===== config.mk =====
export PLATFORM = sky130hd
export DESIGN_NAME = gha_ram
export DESIGN_NICKNAME = d
export VERILOG_FILES = /design/src/sv/generational_handle_allocator_defines.svh /design/src/sv/gha_ram.sv
export SDC_FILE = /design/constraint.sdc
export NUM_CORES = 1
export LEC_CHECK = 0
export BUFFER_PORTS_ARGS = -buffer_cell sky130_fd_sc_hd__buf_2
export CAP_MARGIN = 20
export CORE_ASPECT_RATIO = 0.6
export CORE_MARGIN = 5
export CORE_UTILIZATION = 60
export DETAILED_ROUTE_END_ITERATION = 7
export PLACE_DENSITY = 0.88
export REMOVE_ABC_BUFFERS = 1
export SETUP_SLACK_MARGIN = 0.5
export SYNTH_ARGS = -nofsm -noshare
export SYNTH_HDL_FRONTEND = slang
export SYNTH_SLANG_ARGS = --single-unit

===== constraint.sdc =====
create_clock -name clk -period 2.18 [get_ports clk]
set_input_delay 0.109 -clock clk [delete_from_list [all_inputs] [get_ports clk]]
set_output_delay 0.109 -clock clk [all_outputs]
set_load 0.01 [all_outputs]

===== src/sv/generational_handle_allocator_defines.svh =====
// ----------------------------------------------------------------------------
// Assertion macros for the generational handle allocator
// Each macro expects clk and rst_n in scope at the place of use.
// ----------------------------------------------------------------------------
`ifndef GENERATIONAL_HANDLE_ALLOCATOR_DEFINES_SVH
`define GENERATIONAL_HANDLE_ALLOCATOR_DEFINES_SVH

// Check a condition at every edge out of reset.
`define GHA_ASSERT_ALWAYS(lbl, cond, msg) \
  lbl: assert property (@(posedge clk) disable iff (!rst_n) (cond)) \
    else $error(msg);

// Check a consequent at the same edge as its trigger.
`define GHA_ASSERT_NOW(lbl, ante, cons, msg) \
  lbl: assert property (@(posedge clk) disable iff (!rst_n) (ante) |-> (cons)) \
    else $error(msg);

// Check a consequent at the edge after its trigger.
`define GHA_ASSERT_NEXT(lbl, ante, cons, msg) \
  lbl: assert property (@(posedge clk) disable iff (!rst_n) (ante) |=> (cons)) \
    else $error(msg);

`endif


===== src/sv/gha_ram.sv =====
// ----------------------------------------------------------------------------
// gha_ram
// Simple dual-port RAM: one write port, one read port with registered data.
// ----------------------------------------------------------------------------
`timescale 1ns / 1ps

module gha_ram #(
  parameter int WIDTH = 8,
  parameter int DEPTH = 16,
  parameter int AW    = $clog2(DEPTH)
) (
  input  logic             clk,
  input  logic             wr_en,
  input  logic [AW-1:0]    wr_addr,
  input  logic [WIDTH-1:0] wr_data,
  input  logic [AW-1:0]    rd_addr,
  output logic [WIDTH-1:0] rd_data
);

  logic [WIDTH-1:0] mem [DEPTH];
  logic [WIDTH-1:0] rd_data_r;

  // Write and register the read
  always_ff @(posedge clk) begin
    if (wr_en) begin
      mem[wr_addr] <= wr_data;
    end
    rd_data_r <= mem[rd_addr];
  end

  assign rd_data = rd_data_r;

endmodule


; Word-level counts from Yosys, hierarchy flattened
; Memory sizes are Yosys's and may differ from the RTL's. A register that Yosys moved wholly into a read port is not among the register bits.
; Index checks and enable logic that the tools add are counted.
[word_totals]
regBits = 0
latch_bits = 0
ramBits = 128
rom_bits = 0
inputBits = 18
out_inout_bits = 8
word_cells = 3
n_memories = 1
[op_classes]
n_addsub = 0
mul = 0
div = 0
order_cmp = 0
eq_ne = 0
n_shift = 0
muxes = 2
n_bitwise = 0
n_reduce_logical = 0
[memory_table]
columns = memory, depth, word_bits, rd, rd_clocked_by_memory_dff, write_ports, line
row1 = mem, 16, 8, 1, 1, 1, gha_ram.sv:20  ; logic [WIDTH-1:0] mem [DEPTH];
[ops]
columns = op, n
row1 = $mux W1, 2

; Longest topological paths before layout
; Gate-level depths: netlist of the first run.
[logic_depth]
ltp_word = 2
ltp_mapped = 5
mapped_depth_nobuf = 3

; Worst setup path after synthesis of the first run
; OpenSTA, ideal clock, no wires.
[synth_path]
path_kind = input -> register
start = input wr_addr[2]
end = memory mem[0][0], enable pin
setup_time_ns = 0.383
arrival_ns = 1.219
t_required_ns = 1.797
slack_ns = 0.578
stages = 2
n_path_buf = 0
cell_sequence = or3b_2 nor3_1
[synth_lines]
columns = element, line
row1 = start: declaration, gha_ram.sv:14  ; input logic [AW-1:0] wr_addr,
row2 = end: declaration, gha_ram.sv:20
; No word-level cell before the write port.

==> results.toml, run 1 <==
[floorplanning]
die_w_um = 129.6
rows = 26
io-pin-count = 26
core_um2 = 8426
die_y_um = 81.75
start_util_pct = 61.09
dieArea_um2 = 10590

[power]
ir_worst_vdd_uv = 754.7
fin_total_pwr_mw = 5.854
p_sw_mw = 1.127
p_comb_share_pct = 4.7
clockPowerShare_pct = 45.0
p_int_mw = 4.727
p_leak_nw = 2.074
power.density_nw_per_um2 = 969.3
seq_power_share_pct = 50.3
switching_share_pct = 19.25

[timing]
rsz0062_at_grt = "no"
finalHoldViolations = 0
finalCritPeriodShare_pct = 62.45
hold_ws_ns = 0.07479
relSlewSlack_pct = 47.90
setup_slack_ns = 0.8187
setup_tns_ns = 0
fin_skew_ns = 0.01035
tightest_slew_ns = 0.7787
min_period_ns = 1.361
slew_viol_final = 0
fmax_mhz = 734.6
setup_violations = 0

[setup_path]
critical_path_arrival_ns = 1.65
worstRegToRegCells = 3
cp.required_ns = 2.47
r2r-end = "rd_data[4]"
crit_end = "rd_data[4]"
crit-reg2reg-launch = "mem[9][4]"
start_kind = "register"
critPathMaxFanout = 1
endpoint_kind = "register"
rrSetupSlack_ns = 0.82
crit_type = "reg -> reg"
startpoint = "mem[9][4]"

[routing]
ant_nets = 0
drcViolationCount = 0
vias_per_cell = 6.132
wl_um = 10090
num_vias = 2502
first_pass_iters = 5
drtIter0Drc = 215
wire_per_inst_um = 24.72

[cts]
cts_setup_buffers = 0
clk_path_buf_depth = 2
postCtsHoldBufs = 0
cts_tree = "yes"
clk_latency_ns = 0.42
postCtsResizedCells = 0
htreeDepth = 4
numCtsBuffers = 17
cts_sinks = 136
path_clk_slew_ns = 0.05
cts_root_buf = "clkbuf_16"

[flow_run]
maxCapViolCount = 0

[synth]
synth_fa_ha_area_share_pct = 0
synth_xor_area_share_pct = 0
synth.area.top_cells = "edfxtp_1, mux4_2, mux4_1"
synth_seq_cells = 136
synth_warnings = 0
synth_cell_types = 19
synthesis.area_um2 = 5147
synth_top_family_by_area = "multiplexers"
ys_seq_area_share_pct = 77.78
synth_top_area_share_pct = 74.67
yosys.area_share.simple_pct = 3.184
avgSynthCellArea_um2 = 22.48
syn-instance-count = 229
muxShareOfSynthArea_pct = 15.02
synth_compound_area_share_pct = 2.333
synth.largest_area_cell = "edfxtp_1"

[finish]
antenna_cells = 0
most-common-layout-cells = "edfxtp_1, buf_2, buf_4"
final_common_cell = "edfxtp_1"
areaGrowthSynthToFinish_pct = 17.33
fillers = 491
drive_gt1_share_pct = 29.73
layout.nets = 301

[placed_design]
place.gp.congestion = 0.7728
portBuffers = 25
dp_hpwl_um = 6335
place_ws_ns = 0.5444

[grt]
grt_pass1_wl_um = 15660
grt_use_total_pct = 21.87
antenna_found_initial = 0
overflow = 0
grt_pass1_vias = 2645
grt_max_degree = 33

[hold_path]
hold_path_class = "in -> reg"
worstHoldPathCells = 1

[outcome]
status = "completed"
[metal layers]
metal / share of wire [%] / vias to the layer above / routed length [µm] / global-route usage [%]
li1: - / 1086 / - / -
met5: 0 / - / 0 / 0
met4: 1.4 / 0 / 140 / 9.855
met3: 12 / 13 / 1231 / 8.252
met1: 38 / 1277 / 3856 / 29.84
met2: 48 / 126 / 4857 / 31.91
[cells by family after synthesis]
kind of cell           count (synthesis)
DFF                                  136
and+or+nand+nor                       35
muxes                                 32
AOI/OAI and AO/OA                     16
buffers and inverters                 10
[worst min-delay path by stage]
stage	slack, ns	start	end
final	0.07	wr_data[6]	mem[2][6]
after detailed placement	0.50	wr_data[6]	mem[2][6]
after global placement	0.49	wr_data[7]	mem[8][7]
after CTS	0.05	wr_data[6]	mem[2][6]
after global routing	0.07	wr_data[6]	mem[1][6]
after floorplan	0.21	wr_data[0]	mem[0][0]
[cell usage after synthesis, drive strengths merged]
cell type      count
nor2b              1
and2b              1
nor2              13
clkdlybuf4s25      3
dfxtp              8
nor3               4
and2               1
edfxtp           128
nand3              1
nand2              9
or3b               1
buf                7
nand3b             2
a22oi             16
nand2b             2
mux4              32
[final cells by class]
type	instances	area (µm²)	share of cell area, %
clock buffer	29	510.5	8.452
clock inverter	3	40.04	0.6629
multi-input combinational	83	1057	17.51
sequential	136	4004	66.29
tap	112	140.1	2.320
timing repair buffer	45	287.8	4.765
[power by group through the flow]
stage                     combinational [mW]  clock [mW]  sequential [mW]
after global placement                 0.261           0             2.99
after detailed placement               0.275           0             3.00
final                                  0.275        2.64             2.94
after global routing                   0.297        2.82             2.95
after floorplan                        0.117           0             3.00
after CTS                              0.279        2.68             2.94
[metrics by stage]
step,instance area [µm²],util [%],std cells
floorplan,5061,-,219
global placement,5489,65.15,376
detailed placement,5489,65.15,376
CTS,6040,71.68,408
global route,6040,71.68,408
finish,6040,71.68,408
[flip-flops by register name (all words and copies together), names as in the netlist]
signal / count
mem: 128
rd_data: 8
[critical path, cell delays in order (launching register included)]
cell and delay [ns]:
edfxtp_1 0.36, mux4_1 0.54, a22oi_1 0.25, nand2_1 0.09
Power figures use the tool's default switching activity.
==> inputs of run 2 (changes only) <==
- ABC_AREA: not set -> 1
- CORE_UTILIZATION: 60 -> 61
- PLACE_DENSITY: 0.88 -> 0.89
- clock period: 2.18 -> 1.4 ns (I/O delays scaled with it)
==> run 2 against run 1 <==
  * Sequential cell count unchanged
  * Critical path type unchanged
  * Critical endpoint is now rd_data[7]
  * Largest power group unchanged
  * Core utilization up 4.2 points
  * Sequential share of layout area down 8.8 points
==> results.toml, run 2 <==
[timing]
finalHoldViolations = 0
relSlewSlack_pct = 68.88
finalCritPeriodShare_pct = 72.28
setup_tns_ns = 0
slew_viol_final = 0
tightest_slew_ns = 0.4669
fmax_mhz = 988.3
fin_skew_ns = 0.01346
rsz0062_at_grt = "yes"
setup_violations = 0
setup_slack_ns = 0.3881
min_period_ns = 1.012

[power]
fin_total_pwr_mw = 9.455
seq_power_share_pct = 48.5
switching_share_pct = 21.79
ir_worst_vdd_uv = 1256
p_sw_mw = 2.060
p_leak_nw = 3.040
p_comb_share_pct = 7.3
power.density_nw_per_um2 = 1356
p_int_mw = 7.395
clockPowerShare_pct = 44.2

[floorplanning]
rows = 27
die_y_um = 85.32
die_w_um = 135.5
io-pin-count = 26
start_util_pct = 62.76
core_um2 = 9189
dieArea_um2 = 11560

[finish]
antenna_cells = 0
final_common_cell = "nand2_1"
largest_reg_flops = 128
most-common-layout-cells = "nand2_1, edfxtp_1, inv_1"
drive_gt1_share_pct = 20.98
largest-register = "mem"
areaGrowthSynthToFinish_pct = 20.89
fin_area_um2 = 6972
layout.nets = 615

[grt]
grt_use_total_pct = 25.71
antenna_found_initial = 0
grt_pass1_vias = 3927
overflow = 0
grt_pass1_wl_um = 21520
grt_max_degree = 40

[setup_path]
cp_cell_sequence = "inv_1, nand2_1, nand3_1, nand3_2, nand3_2, nand2_1"
critical_path_arrival_ns = 1.32
worst_path_largest_cell_delay_ns = 0.40
rrSetupSlack_ns = 0.39
crit_type = "reg -> reg"
start_kind = "register"
cp.required_ns = 1.70
slowest_stage = "edfxtp_1"
critPathMaxFanout = 1
endpoint_kind = "register"

[placed_design]
dp_hpwl_um = 8309
place_ws_ns = 0.2017
place_area_um2 = 6133
portBuffers = 25
place.gp.congestion = 0.8807

[routing]
first_pass_iters = 5
ant_nets = 0
drtIter0Drc = 593
drcViolationCount = 0
num_vias = 4096
wl_um = 14200
vias_per_cell = 5.535
wire_per_inst_um = 19.19

[synth]
synth_warnings = 0
synth.area.top_cells = "edfxtp_1, nand2_1, nand3_1"
synth_common_cells = "nand2_1, edfxtp_1, inv_1"
avgSynthCellArea_um2 = 10.47
async_flop_share_pct = 0
synth_edf_count = 128
synth_seq_cells = 136
synth_cell_types = 12
ys_seq_area_share_pct = 69.43
syn-instance-count = 551
synth_ff_type = "edfxtp_1"
synthesis.area_um2 = 5767
synth.most_common_cell = "nand2_1"
synth.largest_area_cell = "edfxtp_1"
synth_top_area_share_pct = 66.65

[cts]
htreeDepth = 4
cts_root_buf = "clkbuf_16"
clk_latency_ns = 0.42
cts_setup_buffers = 0
clk_path_buf_depth = 2
postCtsHoldBufs = 0
cts_sinks = 136
numCtsBuffers = 17
cts_tree = "yes"
path_clk_slew_ns = 0.06

[outcome]
status = "completed"

[flow_run]
maxCapViolCount = 0

[hold_path]
hold_path_class = "in -> reg"
-- run 2: cell count changes in the layout (fill, tap and decap cells not counted), sizes merged, moves of 6 or more --
| cell | previous run | this run |
|---|---|---|
| a22oi | 16 | 0 |
| buf | 45 | 51 |
| inv | 0 | 102 |
| mux4 | 32 | 0 |
| nand2 | 9 | 173 |
| nand3 | 1 | 97 |
-- run 2: metrics by stage --
stage                     utilization (%)  hold WS [ns]  cells
after global placement              66.75        0.4431    708
after detailed placement            66.75        0.4597    708
after global routing                75.87       0.05515    740
after CTS                           73.69       0.03964    740
final                               75.87       0.05308    740
after floorplan                         -        0.1689    527
-- run 2: power groups by stage --
| stage | Combinational [mW] | Clock [mW] | Sequential [mW] |
|---|---|---|---|
| 3_5_place_dp | 0.581 | 0 | 4.66 |
| 5_1_grt | 0.746 | 4.43 | 4.59 |
| 4_1_cts | 0.618 | 4.20 | 4.58 |
| 3_3_place_gp | 0.555 | 0 | 4.66 |
| 2_1_floorplan | 0.246 | 0 | 4.67 |
| 6_report | 0.693 | 4.18 | 4.58 |
-- run 2: critical path, delay by kind of cell (launching register included) --
kind / cells / cell delay, ns
buffers and inverters: 1 / 0.09
flip-flops: 1 / 0.40
AND/OR/NAND/NOR: 5 / 0.41
-- run 2: layout make-up --
| class | count | area (µm²) |
|---|---|---|
| Multi-Input combinational cell | 289 | 1479 |
| Clock inverter | 4 | 43.79 |
| Timing Repair Buffer | 51 | 389.1 |
| Sequential cell | 136 | 4008 |
| Tap cell | 130 | 162.7 |
| Fill cell | 534 | 2217 |
| Inverter | 102 | 382.9 |
| Clock buffer | 28 | 506.7 |
-- run 2: cells by family (layout without fill, tap and decap cells) --
logic type / Yosys count / after routing / synth area share [%]
buffers and inverters: 126 / 185 / 9.525
DFF: 136 / 136 / 69.43
and+or+nand+nor: 289 / 289 / 21.05
-- run 2: final timing paths --
kind,cells after the start,endpoint,startpoint
max reg2reg,6,rd_data[7],mem[15][7]
max,6,rd_data[7],mem[15][7]
min reg2reg,6,rd_data[5],mem[2][5]
min,1,mem[14][1],wr_data[1]
-- run 2: routing by layer --
layer | track usage [%] | vias up | part of all wire [%]
met5 | 0 | - | 0
met3 | 9.123 | 34 | 11
met2 | 38.40 | 238 | 47
li1 | - | 1873 | -
met4 | 9.058 | 0 | 2.2
met1 | 35.31 | 1951 | 39
-- run 2: timing repair --
action,in CTS,in global routing
resized for setup,19,40
pin swaps,4,25
setup endpoints to repair,16,16
==> inputs of run 3 (changes only) <==
- ABC_AREA: 1 -> 0
- CORE_UTILIZATION: 61 -> 60
- PLACE_DENSITY: 0.89 -> 0.88
- clock period: 1.4 -> 1 ns (I/O delays scaled with it)
==> run 3 against run 2 <==
  * The flow now finishes with violations (setup timing)
  * Clock power rose by 56%
  * Cell area fell by 4.4%
  * Setup slack got worse by 0.81 ns
  * Global-route usage rose by 0.14 points
  * Die area fell by 8.4%
  * Critical endpoint is now rd_data[6]
  * Highest routed layer unchanged
==> results.toml, run 3 (same netlist as run 1, synthesis figures left out) <==
[setup_path]
endpoint_kind = "register"
cp.required_ns = 1.29
critPathMaxFanout = 1
crit_type = "reg -> reg"
critical_path_arrival_ns = 1.72
start_kind = "register"

[routing]
wl_um = 12480
wire_per_inst_um = 29.10
drtIter0Drc = 339
num_vias = 2757
drcViolationCount = 0
ant_nets = 0
vias_per_cell = 6.427
first_pass_iters = 5

[placed_design]
portBuffers = 25
dp_hpwl_um = 6550
place_ws_ns = -0.4516
place.gp.congestion = 0.8716

[grt]
antenna_found_initial = 0
grt_pass1_vias = 2806
grt_max_degree = 23
grt_use_total_pct = 25.85
grt_pass1_wl_um = 18340
overflow = 0

[timing]
setup_tns_ns = -2.356
fmax_mhz = 702.7
tightest_slew_ns = 0.9559
min_period_ns = 1.423
finalHoldViolations = 0
setup_slack_ns = -0.4231
relSlewSlack_pct = 36.04
fin_skew_ns = 0.005882
setup_violations = 8
rsz0062_at_grt = "yes"
slew_viol_final = 0
finalCritPeriodShare_pct = 142.3

[cts]
htreeDepth = 4
cts_root_buf = "clkbuf_16"
numCtsBuffers = 17
postCtsHoldBufs = 0
clk_path_buf_depth = 2
cts_sinks = 136
path_clk_slew_ns = 0.06
cts_tree = "yes"
clk_latency_ns = 0.42

[finish]
fillers = 407
largest_reg_flops = 128
drive_gt1_share_pct = 50.16
most-common-layout-cells = "edfxtp_1, buf_6, mux4_2"
final_common_cell = "edfxtp_1"
areaGrowthSynthToFinish_pct = 29.46
layout.nets = 322
largest-register = "mem"
antenna_cells = 0

[flow_run]
maxCapViolCount = 0

[power]
power.density_nw_per_um2 = 2067
ir_worst_vdd_uv = 1856
p_leak_nw = 2.264

[floorplanning]
die_y_um = 81.75
dieArea_um2 = 10590
rows = 26
die_w_um = 129.6
io-pin-count = 26
start_util_pct = 61.09
core_um2 = 8426

[hold_path]
hold_path_class = "in -> reg"

[outcome]
violations = "setup timing"
status = "finished, violations left"
==> run 3: cell count changes in the layout (fill, tap and decap cells not counted), moves of 7 or more <==
cell,delta
nor2_4,+12
inv_1,-100
nand3_2,-38
a22oi_2,+9
buf_6,+27
nand2_1,-160
nor2_1,-16
nand3_1,-54
mux4_2,+28
buf_8,+7
a22oi_1,+7
buf_4,-14
==> run 3: worst max-delay path: stages, from the launching register on <==
cell and delay, ns:
edfxtp_1 0.43, mux4_2 0.54, a22oi_2 0.24, nand2_1 0.09
==> run 3: final timing paths <==
kind | cells past startpoint | startpoint | slack, ns | end
worst min register to register | 3 | mem[14][1] | 0.69 | rd_data[1]
worst min-delay path | 1 | wr_data[7] | 0.02 | mem[14][7]
worst max register to register | 3 | mem[2][6] | -0.42 | rd_data[6]
worst max-delay path | 3 | mem[2][6] | -0.42 | rd_data[6]
==> run 3: through the flow <==
stage	area (µm²)	total power [mW]	utilization, %	std cells	hold slack, ns
final	6664	13.77	79.09	429	0.01773
after global routing	6664	14.18	79.09	429	0.01944
after CTS	6535	13.73	77.56	425	0.004238
after detailed placement	5609	7.164	66.57	387	0.4460
after global placement	5609	7.129	66.57	387	0.4274
after floorplan	5061	6.792	-	219	0.1489
==> run 3: timing repair <==
item / 4_1_cts / 5_1_grt
pin swaps: 19 / 6
setup endpoints to repair: 144 / 144
resized for setup: 81 / 26
cloned: 0 / 0
buffers inserted: 6 / 3
==> run 3: cell type report <==
| cell class | count | area [µm²] | area share (%) |
|---|---|---|---|
| sequential | 136 | 4009 | 60.16 |
| clock inverter | 13 | 177.7 | 2.666 |
| clock buffer | 19 | 442.9 | 6.647 |
| tap | 112 | 140.1 | 2.103 |
| multi-input combinational | 83 | 1226 | 18.40 |
| timing repair buffer | 66 | 668.1 | 10.03 |
==> run 3: per-layer routing <==
| metal | GRT usage, % | vias up | part of all wire (%) |
|---|---|---|---|
| met5 | 0 | - | 0 |
| met4 | 8.610 | 0 | 2.9 |
| met3 | 9.422 | 32 | 8.4 |
| met2 | 41.52 | 186 | 49 |
| met1 | 33.52 | 1421 | 39 |
| li1 | - | 1118 | - |
==> run 3: report_power, final <==
group | switching, mW | total (mW) | internal, mW | leakage, nW
logic | 0.460 | 0.846 | 0.387 | 0.738
clock network | 2.29 | 6.50 | 4.22 | 0.302
registers | 0.0437 | 6.42 | 6.38 | 1.22
